==> src/hdl/dpf_pkg.sv <==
package dpf_pkg;

    localparam int DEF_QUEUE_DEPTH = 64;

    localparam int LIMIT_W     = 7;
    localparam int APB_AW      = 2;
    localparam int APB_DW      = 32;
    localparam int MATCH_W     = 7;
    localparam int MATCH_MAX   = 127;

    localparam logic [APB_AW-1:0]  REG_MEMORY_LIMIT   = 2'd0;
    localparam logic [LIMIT_W-1:0] MEMORY_LIMIT_RESET = 7'd64;

    typedef enum logic [1:0] {
        OP_ADD   = 2'd0,
        OP_FWD   = 2'd1,
        OP_COUNT = 2'd2,
        OP_NONE  = 2'd3
    } op_t;

    typedef struct packed {
        logic [15:0] src;
        logic [15:0] dst;
        logic [31:0] ts;
    } pkt_t;

    typedef struct packed {
        pkt_t        pkt;
        logic [31:0] win_lo;
        logic [31:0] win_hi;
    } key_t;

    typedef struct packed {
        logic shift;
        logic load;
    } cell_ctl_t;

endpackage

==> src/hdl/dpf_tree.sv <==
module dpf_tree import dpf_pkg::*; #(
    parameter int N = DEF_QUEUE_DEPTH
) (
    input  logic                   aclk,
    input  logic [N-1:0]           leaves,
    output logic [$clog2(N+1)-1:0] sum
);

    localparam int L  = $clog2(N);
    localparam int P  = 1 << L;
    localparam int CW = $clog2(N + 1);

    logic [P-1:0]  leaf_pad;
    logic [CW-1:0] node_reg [1:P-1];

    assign leaf_pad = P'(leaves);

    // heap layout: node k sums nodes 2k and 2k+1, leaves sit at P..2P-1
    always_ff @(posedge aclk) begin
        for (int k = 1; k < P; k++) begin
            if (2 * k >= P) begin
                node_reg[k] <= CW'(leaf_pad[2 * k - P]) + CW'(leaf_pad[2 * k + 1 - P]);
            end else begin
                node_reg[k] <= CW'(node_reg[2 * k] + node_reg[2 * k + 1]);
            end
        end
    end

    assign sum = node_reg[1];

endmodule

==> config.mk <==
export PLATFORM = sky130hd
export DESIGN_NAME = dpf_tree
export DESIGN_NICKNAME = d
export VERILOG_FILES = /design/src/hdl/dpf_pkg.sv /design/src/hdl/dpf_tree.sv
export SDC_FILE = /design/constraint.sdc
export NUM_CORES = 1
export LEC_CHECK = 0
export ABC_AREA = 1
export BUFFER_PORTS_ARGS = -buffer_cell sky130_fd_sc_hd__buf_2
export CAP_MARGIN = 20
export CORE_MARGIN = 3
export CORE_UTILIZATION = 44
export DETAILED_ROUTE_END_ITERATION = 10
export PLACE_DENSITY = 0.66
export SYNTH_ARGS = -nofsm -noshare
export SYNTH_HDL_FRONTEND = slang
export SYNTH_SLANG_ARGS = --single-unit
==> constraint.sdc <==
create_clock -name aclk -period 1.8 [get_ports aclk]
set_input_delay 0.18 -clock aclk [delete_from_list [all_inputs] [get_ports aclk]]
set_output_delay 0.18 -clock aclk [all_outputs]
set_load 0.03 [all_outputs]
; ---- Yosys cells after proc, flatten, opt, wreduce, memory -nomap -nowiden
; Memories as Yosys holds them, arrays and structs flattened.
; Index checks and enable logic that the tools add are counted.
[totals]
reg_bits = 0
ram_bits = 441
in_bits = 65
out_inout_bits = 7
word_cells = 64
mem_count = 1
[mem_list]
columns = memory, words, width, rd, rd_ports_with_merged_regs, write_ports, line_no
row1 = node_reg, 63, 7, 63, 0, 63, dpf_tree.sv:14  ; logic [CW-1:0] node_reg [1:P-1];
[op_classes]
add_sub_neg = 63
[op_table]
columns = operator, count
row1 = adder 7 bit, 31
row2 = adder 1 x 1 -> 2 bit, 32

; ---- Logic depth before layout (Yosys ltp)
[logic_depth]
depth_word = 1
mapped_depth = 7
mapped_depth_nobuf = 7

; ---- Worst setup path after synthesis
; No wires, ideal clock.
[synth_path]
path_type = register to register
start = register, netlist name node_reg[0][14]
end = register, netlist name node_reg[0][11]
setup_time_ns = 0.072
t_arrival_ns = 1.236
t_required_ns = 1.728
path_slack_ns = 0.493
stages_incl_launch_ff = 7
n_path_buf = 0
period_less_slack_ns = 1.307
cell_sequence = dfxtp_1 > ha_1 > inv_1 > fa_1 > nand3b_1 > nand2_1 > xor2_1

==> metrics.txt <==
status=finished clean; Crit Path Max Fanout=2; die height=130 um; area leader, netlist=dfxtp_1; Antenna Nets Post-Route=0; Setup Viol. Count Final=0; first-pass iteration count of the detailed router=4; Placement Cell Area=7280 um^2; DR vias/cell=4.26; Final Skew=0.00897 ns; Buffers & Inverters on Critical Path=1; core area=14800 um^2; vias in the first global route=4212; Max IR drop VDD=0.000713 V; Routed WL=9570 um; PostCTS Resize Cnt=0; PD cells=1450 nW/um^2; CP arrival=1.77 ns; Worst slew margin=0.873; diode count=0; fin crit share=0.789; DR vias=4014; f_max=705 MHz; crit-path cells=ha_1 > inv_1 > fa_1 > nand3b_1 > nand2_1 > xor2_1; DR WL/cell=10.2 um; CTS sink count=183; leak pwr=4.45 nW; Initial Util=0.457; Worst path top cell family by delay=adder cells; largest net degree at the start of global routing=17; fin crit period=1.42 ns; Clock Latency Late Sink=0.42 ns; Yosys cell types=15; GPL Wtd Cong=0.742; Rows=44; first-pass GRT wire length=16700 um; slowest stage cell on the critical path=fa_1; Worst Tran Pin Value=0.191 ns; syn_nets=768; Worst-path clk slew=0.06 ns; Final Hold Fails=0; endpoint type of the worst setup path=register; DIE AREA=16900 um^2; flop and latch count out of synthesis=183; grt total ovfl=0; CTS tree=done; area fraction of the dominant cell type after synthesis=0.543; clock root cell=clkbuf_16; synth top area cells=dfxtp_1 54%, ha_1 19%, fa_1 9.2%; Fin Setup TNS=0 ns; drt drc=0; DP Wirelength=6530 um; cells after synthesis=568; IO Port Bufs=71; syn_area_per_cell=11.9 um^2; Inserted Clock Buffers=17; Slew Limit Fails=0; IO Count=72; drt first-iter violations=89; Ys Warns=0; WP data required=2.15 ns; Layout Nets=947; startpoint types=register; max cap viols=0; clk buf depth=2; post-route cell area=8830 um^2; initial antenna violation count=0; max reg flops=183; CTS H-tree depth=4; Seq/Total Area, Yosys=0.543; GRT Total Usage=0.127; WS Path Type=reg -> reg; cell area after synthesis=6750 um^2; share of post-route cells with drive strength above 1=0.129; Hold Crit Class=reg -> reg; total power=12.8 mW; unrepaired setup endpoints after global routing=no; die width=130 um; CP peak stage delay=0.40 ns; Syn-to-layout area delta=30.8%
==> per-layer routing <==
| metal | global-route usage | vias to the layer above | part of all wire |
|---|---|---|---|
| li1 | - | 2105 | - |
| met1 | 0.130 | 1832 | 0.42 |
| met2 | 0.232 | 59 | 0.53 |
| met3 | 0.0438 | 18 | 0.037 |
| met4 | 0.0575 | 0 | 0.020 |
| met5 | 0 | - | 0 |
==> kinds of logic (layout without fill, tap and decap cells) <==
group / Yosys count / count (layout) / share of synthesized area
AND/OR/NAND/NOR: 57 / 57 / 0.0371
adder cells (fa/ha/maj): 135 / 135 / 0.285
AO/OA/AOI/OAI: 28 / 28 / 0.0211
buffers and inverters: 140 / 330 / 0.0818
flip-flops: 183 / 183 / 0.543
XOR/XNOR: 25 / 25 / 0.0324
==> per-stage QoR <==
stage	util	setup slack [ns]	cells	hold slack (ns)
6_report	0.599	0.381	942	0.439
5_1_grt	0.599	0.285	942	0.459
4_1_cts	0.599	0.370	942	0.444
3_5_place_dp	0.494	0.388	816	0.394
3_3_place_gp	0.494	0.449	816	0.389
2_1_floorplan	-	0.493	568	0.300
==> cell type report <==
| type | instances | area, um^2 |
|---|---|---|
| Sequential cell | 183 | 3660 |
| Inverter | 133 | 499 |
| Tap cell | 184 | 230 |
| Multi-Input combinational cell | 245 | 2530 |
| Fill cell | 1159 | 5920 |
| Clock inverter | 8 | 124 |
| Timing Repair Buffer | 167 | 1320 |
| Clock buffer | 22 | 464 |
==> timing repair <==
action | CTS | global route
hold endpoints to repair | 64 | 0
buffers inserted | 0 | 0
hold buffers | 96 | 0
==> where the power goes <==
part | total [mW] | switching, mW | internal [mW]
Sequential | 5.57 | 0.402 | 5.16
Combinational | 3.60 | 1.91 | 1.69
Clock | 3.64 | 1.40 | 2.24
Total | 12.8 | 3.72 | 9.09
==> path summary, 6_finish.rpt <==
path / to / cells past startpoint / startpoint / slack, ns
worst max-delay path: node_reg[0][11] / 6 / node_reg[0][14] / 0.38
worst min-delay path: node_reg[0][98] / 1 / node_reg[0][203] / 0.44
worst max register to register: node_reg[0][11] / 6 / node_reg[0][14] / 0.38
worst min register to register: node_reg[0][98] / 1 / node_reg[0][203] / 0.44
==> layout by cell type (no fill, tap or decap), types with 3 or more instances in the layout <==
cell	netlist	layout
nand3_1	21	21
dlygate4sd3_1	0	96
xnor2_1	13	13
xor2_1	12	12
clkbuf_16	0	17
buf_2	0	71
inv_1	133	133
dfxtp_1	183	183
nand2_1	32	32
bufinv_16	0	3
clkbuf_1	0	3
fa_1	31	31
ha_1	104	104
a21oi_1	25	25
==> cells in the mapped netlist <==
cell type,number
nand3_1,21
o21ai_0,2
dfxtp_1,183
xor2_1,12
nand3b_1,2
ha_1,104
nand2_1,32
a21oi_1,25
inv_1,133
fa_1,31
buf_4,7
o211ai_1,1
xnor2_1,13
nand4_1,1
nor2_1,1
(Power assumes the default switching activity.)
