===== src/hdl/dpf_pkg.sv =====
package dpf_pkg;

    localparam int DEF_QUEUE_DEPTH = 64;

    localparam int LIMIT_W     = 7;
    localparam int APB_AW      = 2;
    localparam int APB_DW      = 32;
    localparam int MATCH_W     = 7;
    localparam int MATCH_MAX   = 127;

    localparam logic [APB_AW-1:0]  REG_MEMORY_LIMIT   = 2'd0;
    localparam logic [LIMIT_W-1:0] MEMORY_LIMIT_RESET = 7'd64;

    typedef enum logic [1:0] {
        OP_ADD   = 2'd0,
        OP_FWD   = 2'd1,
        OP_COUNT = 2'd2,
        OP_NONE  = 2'd3
    } op_t;

    typedef struct packed {
        logic [15:0] src;
        logic [15:0] dst;
        logic [31:0] ts;
    } pkt_t;

    typedef struct packed {
        pkt_t        pkt;
        logic [31:0] win_lo;
        logic [31:0] win_hi;
    } key_t;

    typedef struct packed {
        logic shift;
        logic load;
    } cell_ctl_t;

endpackage


===== src/hdl/dpf_cell.sv =====
module dpf_cell import dpf_pkg::*; (
    input  logic      aclk,
    input  cell_ctl_t ctl,
    input  logic      occupied,
    input  pkt_t      new_pkt,
    input  pkt_t      right_pkt,
    input  key_t      key,
    output pkt_t      pkt,
    output logic      dup_hit,
    output logic      cnt_hit
);

    pkt_t pkt_reg;
    logic dup_reg;
    logic cnt_reg;

    always_ff @(posedge aclk) begin
        if (ctl.load) begin
            pkt_reg <= new_pkt;
        end else if (ctl.shift) begin
            pkt_reg <= right_pkt;
        end
        dup_reg <= occupied && (pkt_reg == key.pkt);
        cnt_reg <= occupied && (pkt_reg.dst == key.pkt.dst)
                   && (pkt_reg.ts >= key.win_lo) && (pkt_reg.ts <= key.win_hi);
    end

    assign pkt     = pkt_reg;
    assign dup_hit = dup_reg;
    assign cnt_hit = cnt_reg;

endmodule


===== config.mk =====
export PLATFORM = sky130hd
export DESIGN_NAME = dpf_cell
export DESIGN_NICKNAME = d
export VERILOG_FILES = /design/src/hdl/dpf_pkg.sv /design/src/hdl/dpf_cell.sv
export SDC_FILE = /design/constraint.sdc
export NUM_CORES = 1
export LEC_CHECK = 0
export ABC_AREA = 1
export BUFFER_PORTS_ARGS = -buffer_cell sky130_fd_sc_hd__buf_2
export CAP_MARGIN = 40
export CORE_MARGIN = 3
export CORE_UTILIZATION = 25
export DETAILED_ROUTE_END_ITERATION = 7
export GPL_TIMING_DRIVEN = 0
export SETUP_SLACK_MARGIN = 0.5
export SYNTH_ARGS = -nofsm -noshare
export SYNTH_HDL_FRONTEND = slang
export SYNTH_SLANG_ARGS = --single-unit

===== constraint.sdc =====
create_clock -name aclk -period 3.3 [get_ports aclk]
set_clock_uncertainty 0.2 [all_clocks]
set_input_delay 0.33 -clock aclk [delete_from_list [all_inputs] [get_ports aclk]]
set_output_delay 0.33 -clock aclk [all_outputs]
set_load 0.02 [all_outputs]

# After elaboration in Yosys (flattened, before gate mapping)

Cells that the tools add are included.

Bits in writable memories: 0
Input port bits: 260
ROM bits: 0
Word-level logic and storage cells: 16
Register bits after elaboration: 66
Latch bits: 0
Memories: 0

Shift operators: 0
Div/mod/pow operators: 0
Reduce and logical (&&, ||, !) cells: 5
Add/subtract/negate cells: 0
Bitwise logic cells: 0
Multiplexer cells: 2
Magnitude comparators: 2
$mul: 0
Equal/unequal tests: 2

Operators with widths:

| operator                           | number |
|---|---|
| 2-to-1 mux 64 bit                  | 2 |
| equality test 64 bit               | 1 |
| greater-or-equal comparator 32 bit | 1 |
| <= comparator 32 bit               | 1 |
| equality test 16 bit               | 1 |
| logical AND 1 bit                  | 4 |
| nonzero test 2 bit                 | 1 |

# Longest topological paths before layout

Depth after elaboration: 4
Depth in mapped cells: 15

# Worst setup path before layout

OpenSTA, ideal clock, no wires.

Path kind: in2reg
Start point: input port ctl[0] (netlist name)
End point: register pkt_reg, in the netlist pkt[0] (enable)
Cell stages on the path: 2
Slack: 1.376 ns
Library setup time: 0.394 ns
Required time: 2.706 ns
Arrival: 1.330 ns
Path buffers: 1
Cell sequence: buf_2 > or2_2

Word-level cells in the longest chain between the ends: 1

Ends and longest elaborated chain:

| element                             | line           | source |
|---|---|---|
| start: declaration                  | dpf_cell.sv:3  | `input cell_ctl_t ctl,` |
| nonzero test 2 bit (no source line) | --             |  |
| end signal: assignment              | dpf_cell.sv:19 | `pkt_reg <= new_pkt;` |
| end signal: assignment              | dpf_cell.sv:21 | `pkt_reg <= right_pkt;` |
| end: declaration                    | dpf_cell.sv:13 | `pkt_t pkt_reg;` |

No other way between the ends.
A chain may end at the register's enable or synchronous reset.

# Final worst setup path

Start point: register pkt_reg, in the netlist pkt[31]
End point: register cnt_reg (netlist: cnt_hit)

Word-level cells in the longest chain between the ends: 3
Elaborated cells between the ends (all ways): 4
Those cells by class: order compare: 2; reduce/logical: 2

Ends and longest elaborated chain:

| element                            | line           | source |
|---|---|---|
| greater-or-equal comparator 32 bit | dpf_cell.sv:25 | `&& (pkt_reg.ts >= key.win_lo) && (pkt_reg.ts <= key.win_hi);` |
| logical AND 1 bit                  | dpf_cell.sv:25 |  |
| logical AND 1 bit (*)              | dpf_cell.sv:25 |  |
| end signal: assignment             | dpf_cell.sv:24 | `cnt_reg <= occupied && (pkt_reg.dst == key.pkt.dst)` |
| end: declaration                   | dpf_cell.sv:15 | `logic cnt_reg;` |

Every way passes the cells marked *; elsewhere a longest branch is shown, timed or not.

==> flow_summary.toml <==
[outcome]
status = "complete, no violations"

[synthesis]
synth_top_cell_by_area = "edfxtp_1"
syn-cell-area_mm2 = 0.00530
syn_nets = 1026
async_flop_share_pct = 0
synthCells = 702
syn_area_per_cell_um2 = 7.55
synth_ff_type = "edfxtp_1"
synth-seq-cells = 66
synth_top_area_share_pct = 36.3
synth_common_cells = "nand2_1 (297), inv_1 (97), edfxtp_1 (64), ha_1 (64), nor2_1 (32)"
yosysSeqAreaShare_pct = 37.0
synth_most_common_cell = "nand2_1"
yosysWarningCount = 0
synth_area_leaders = "edfxtp_1 (36%), nand2_1 (21%), ha_1 (15%)"
synthDistinctLibCells = 27
synth_edf_count = 64

[min_path]
min_path_type = "in2reg"
min_to = "pkt[56]"
whs_path_depth = 3
hold_start = "right_pkt[56]"

[power_and_ir_drop]
p_leak_nw = 4.26
powerDensity_mw_per_mm2 = 393
vdd_ir_drop_max_uv = 204

[sta]
tightest_slew_ps = 632
final.period_utilization_pct = 60.4
hold_slack_ps = 42.9
relSlewSlack_pct = 57.9
finalCriticalPeriod_ps = 1990
rsz0062_at_grt = "false"
setup-tns-final_ps = 0
fmax_mhz = 502
setup_violations = 0
hold_viol_final = 0
final-max-slew-violation-count = 0

[placed_design]
detailed_place_hpwl_um = 17600
place_congestion = 0.830
io_buffers = 325
placedCellCount = 1298

[route]
ant_nets = 0
totalWireLength_um = 20500
drt_iter0_drc = 155
wl_per_cell_um = 15.6
via_per_inst = 4.23
route.vias.total = 5561
drc = 0
first_pass_iters = 5

[critical_path]
cp-start-kind = "flop"
r2r_cells = 9
critPathMaxStageDelay_ps = 500
ff2ff_setup_slack_ps = 1310
crit_path_max_fanout = 4
r2r-start = "pkt[31]"
critPathKind = "reg2reg"
cp.arrival_ps = 2060
r2r-end = "cnt_hit"
cp-end-kind = "flop"
cp_slowest_cell = "edfxtp_1"
critPathRequiredTime_ps = 3370
path_cells = "ha_1 > nand2_1 > nor2_2 > and2_4 > inv_2 > nor2_2 > and3b_1 > a21oi_1 > nor2_1"
cpMostUsedCell = "nor2_2"

[final_layout]
multi_input_comb_area_mm2 = 0.00290
largest_reg_flops = 64
area_growth_pct = 42.8
num-fill-cells = 2216
stdcell_count = 1314
seqCellArea_mm2 = 0.00196
fin_util_pct = 36.9
num_antenna_cells = 0
fin_nets = 1363
drive_above_1_share_pct = 34.3

[die]
coreArea_mm2 = 0.0205
ios = 326
initial_core_util_pct = 25.8
die_x_um = 152
fp.dieH_um = 152
core.rowCount = 52
die_area_mm2 = 0.0230

[clock_tree]
clkSinkCount = 66
clkLatencyLatePin_ps = 350
htreeDepth = 3
ctsHoldBuffers = 0
post_cts_buffers = 0
cts_resized = 0
cts_inserted_buffers = 9
cts-root-buf = "clkbuf_16"
max-clock-path-buffers = 2
cts_tree = "yes"
clk_pin_slew_worst_paths_ps = 70

[global_routing]
busiest_layer = "met2"
grt_pass1_vias = 5536
grt_antenna_before_repair = 1
track_usage_pct = 17.3
grt_max_degree = 39
met2_usage_pct = 31.6
met1_usage_pct = 20.5
overflow = 0
globalRouteMet3Util_pct = 4.19
grt_pass1_wl_um = 29500

[run]
maxCapViolations = 0
## metrics by stage
step	total power, W	worst slack, ps	cell area, µm²
2_1_floorplan	0.00165	1380	5300
3_3_place_gp	0.00206	621	7260
3_5_place_dp	0.00208	1220	7280
4_1_cts	0.00303	1250	7560
5_1_grt	0.00318	1090	7560
6_report	0.00297	1310	7560
## logic make-up after synthesis
logic type | Yosys count | share of synthesized area, %
and+or+nand+nor | 360 | 26.7
AOI/OAI and AO/OA | 54 | 5.74
buffers and inverters | 115 | 8.29
adders and majority gates | 64 | 15.1
DFF | 66 | 37.0
xor gates and xnor gates | 43 | 7.11
## cell type report
| type | instances | area share, % |
|---|---|---|
| Buffer | 13 | 0.744 |
| Clock buffer | 9 | 2.98 |
| Clock inverter | 7 | 0.711 |
| Inverter | 102 | 5.06 |
| Multi-Input combinational cell | 521 | 38.3 |
| Sequential cell | 66 | 25.9 |
| Tap cell | 270 | 4.47 |
| Timing Repair Buffer | 326 | 21.8 |
## report_power, final
group          leakage [nW]  switching, W  internal (W)  total [W]
clock                 0.128      0.000412      0.000514   0.000926
combinational          3.46      0.000513      0.000391   0.000904
sequential            0.675      0.000114       0.00103    0.00114
total                  4.26       0.00104       0.00193    0.00297
## critical path, delay by kind of cell (launching register included)
kind / cells / cell delay, ps
adders and majority gates: 1 / 340
and+or+nand+nor: 6 / 790
DFF: 1 / 500
buffers and inverters: 1 / 30
AOI/OAI and AO/OA: 1 / 50
## how the worst max path moves through the flow
stage | endpoint | startpoint | slack (ps) | depth (start not counted)
after floorplan | pkt[0] | ctl[0] | 1380 | 2
after global placement | pkt[27] | ctl[0] | 620 | 3
after detailed placement | pkt[27] | ctl[0] | 1220 | 4
after CTS | cnt_hit | pkt[31] | 1250 | 9
after global routing | cnt_hit | pkt[4] | 1090 | 11
final | cnt_hit | pkt[31] | 1310 | 9
## placed cells by master (no fill, tap or decap)
cell type / instances
buf_2: 331
nand2_1: 297
inv_1: 97
ha_1: 64
edfxtp_1: 64
nor2_1: 32
xnor2_1: 30
a21oi_1: 29
xor2_1: 13
nor3_1: 11
nand4_1: 9
clkbuf_16: 9
o22ai_1: 8
clkbuf_1: 7
inv_2: 5
o21ai_1: 5
o21ai_0: 4
nand3_1: 4
o21a_1: 3
clkinvlp_4: 3
a22o_1: 2
or2_1: 2
a21o_1: 2
nor2_2: 2
inv_6: 2
dfxtp_1: 2
or2_4: 1
and2_4: 1
o21a_2: 1
and3b_1: 1
clkinv_2: 1
clkinv_4: 1
buf_12: 1
## metal layers
layer / share of wire, % / vias up
met3: 7.3 / 14
met5: 0.063 / -
met2: 51 / 219
met4: 1.1 / 2
met1: 41 / 2420
li1: - / 2906
Note: power is estimated with default switching activity, not from simulation.
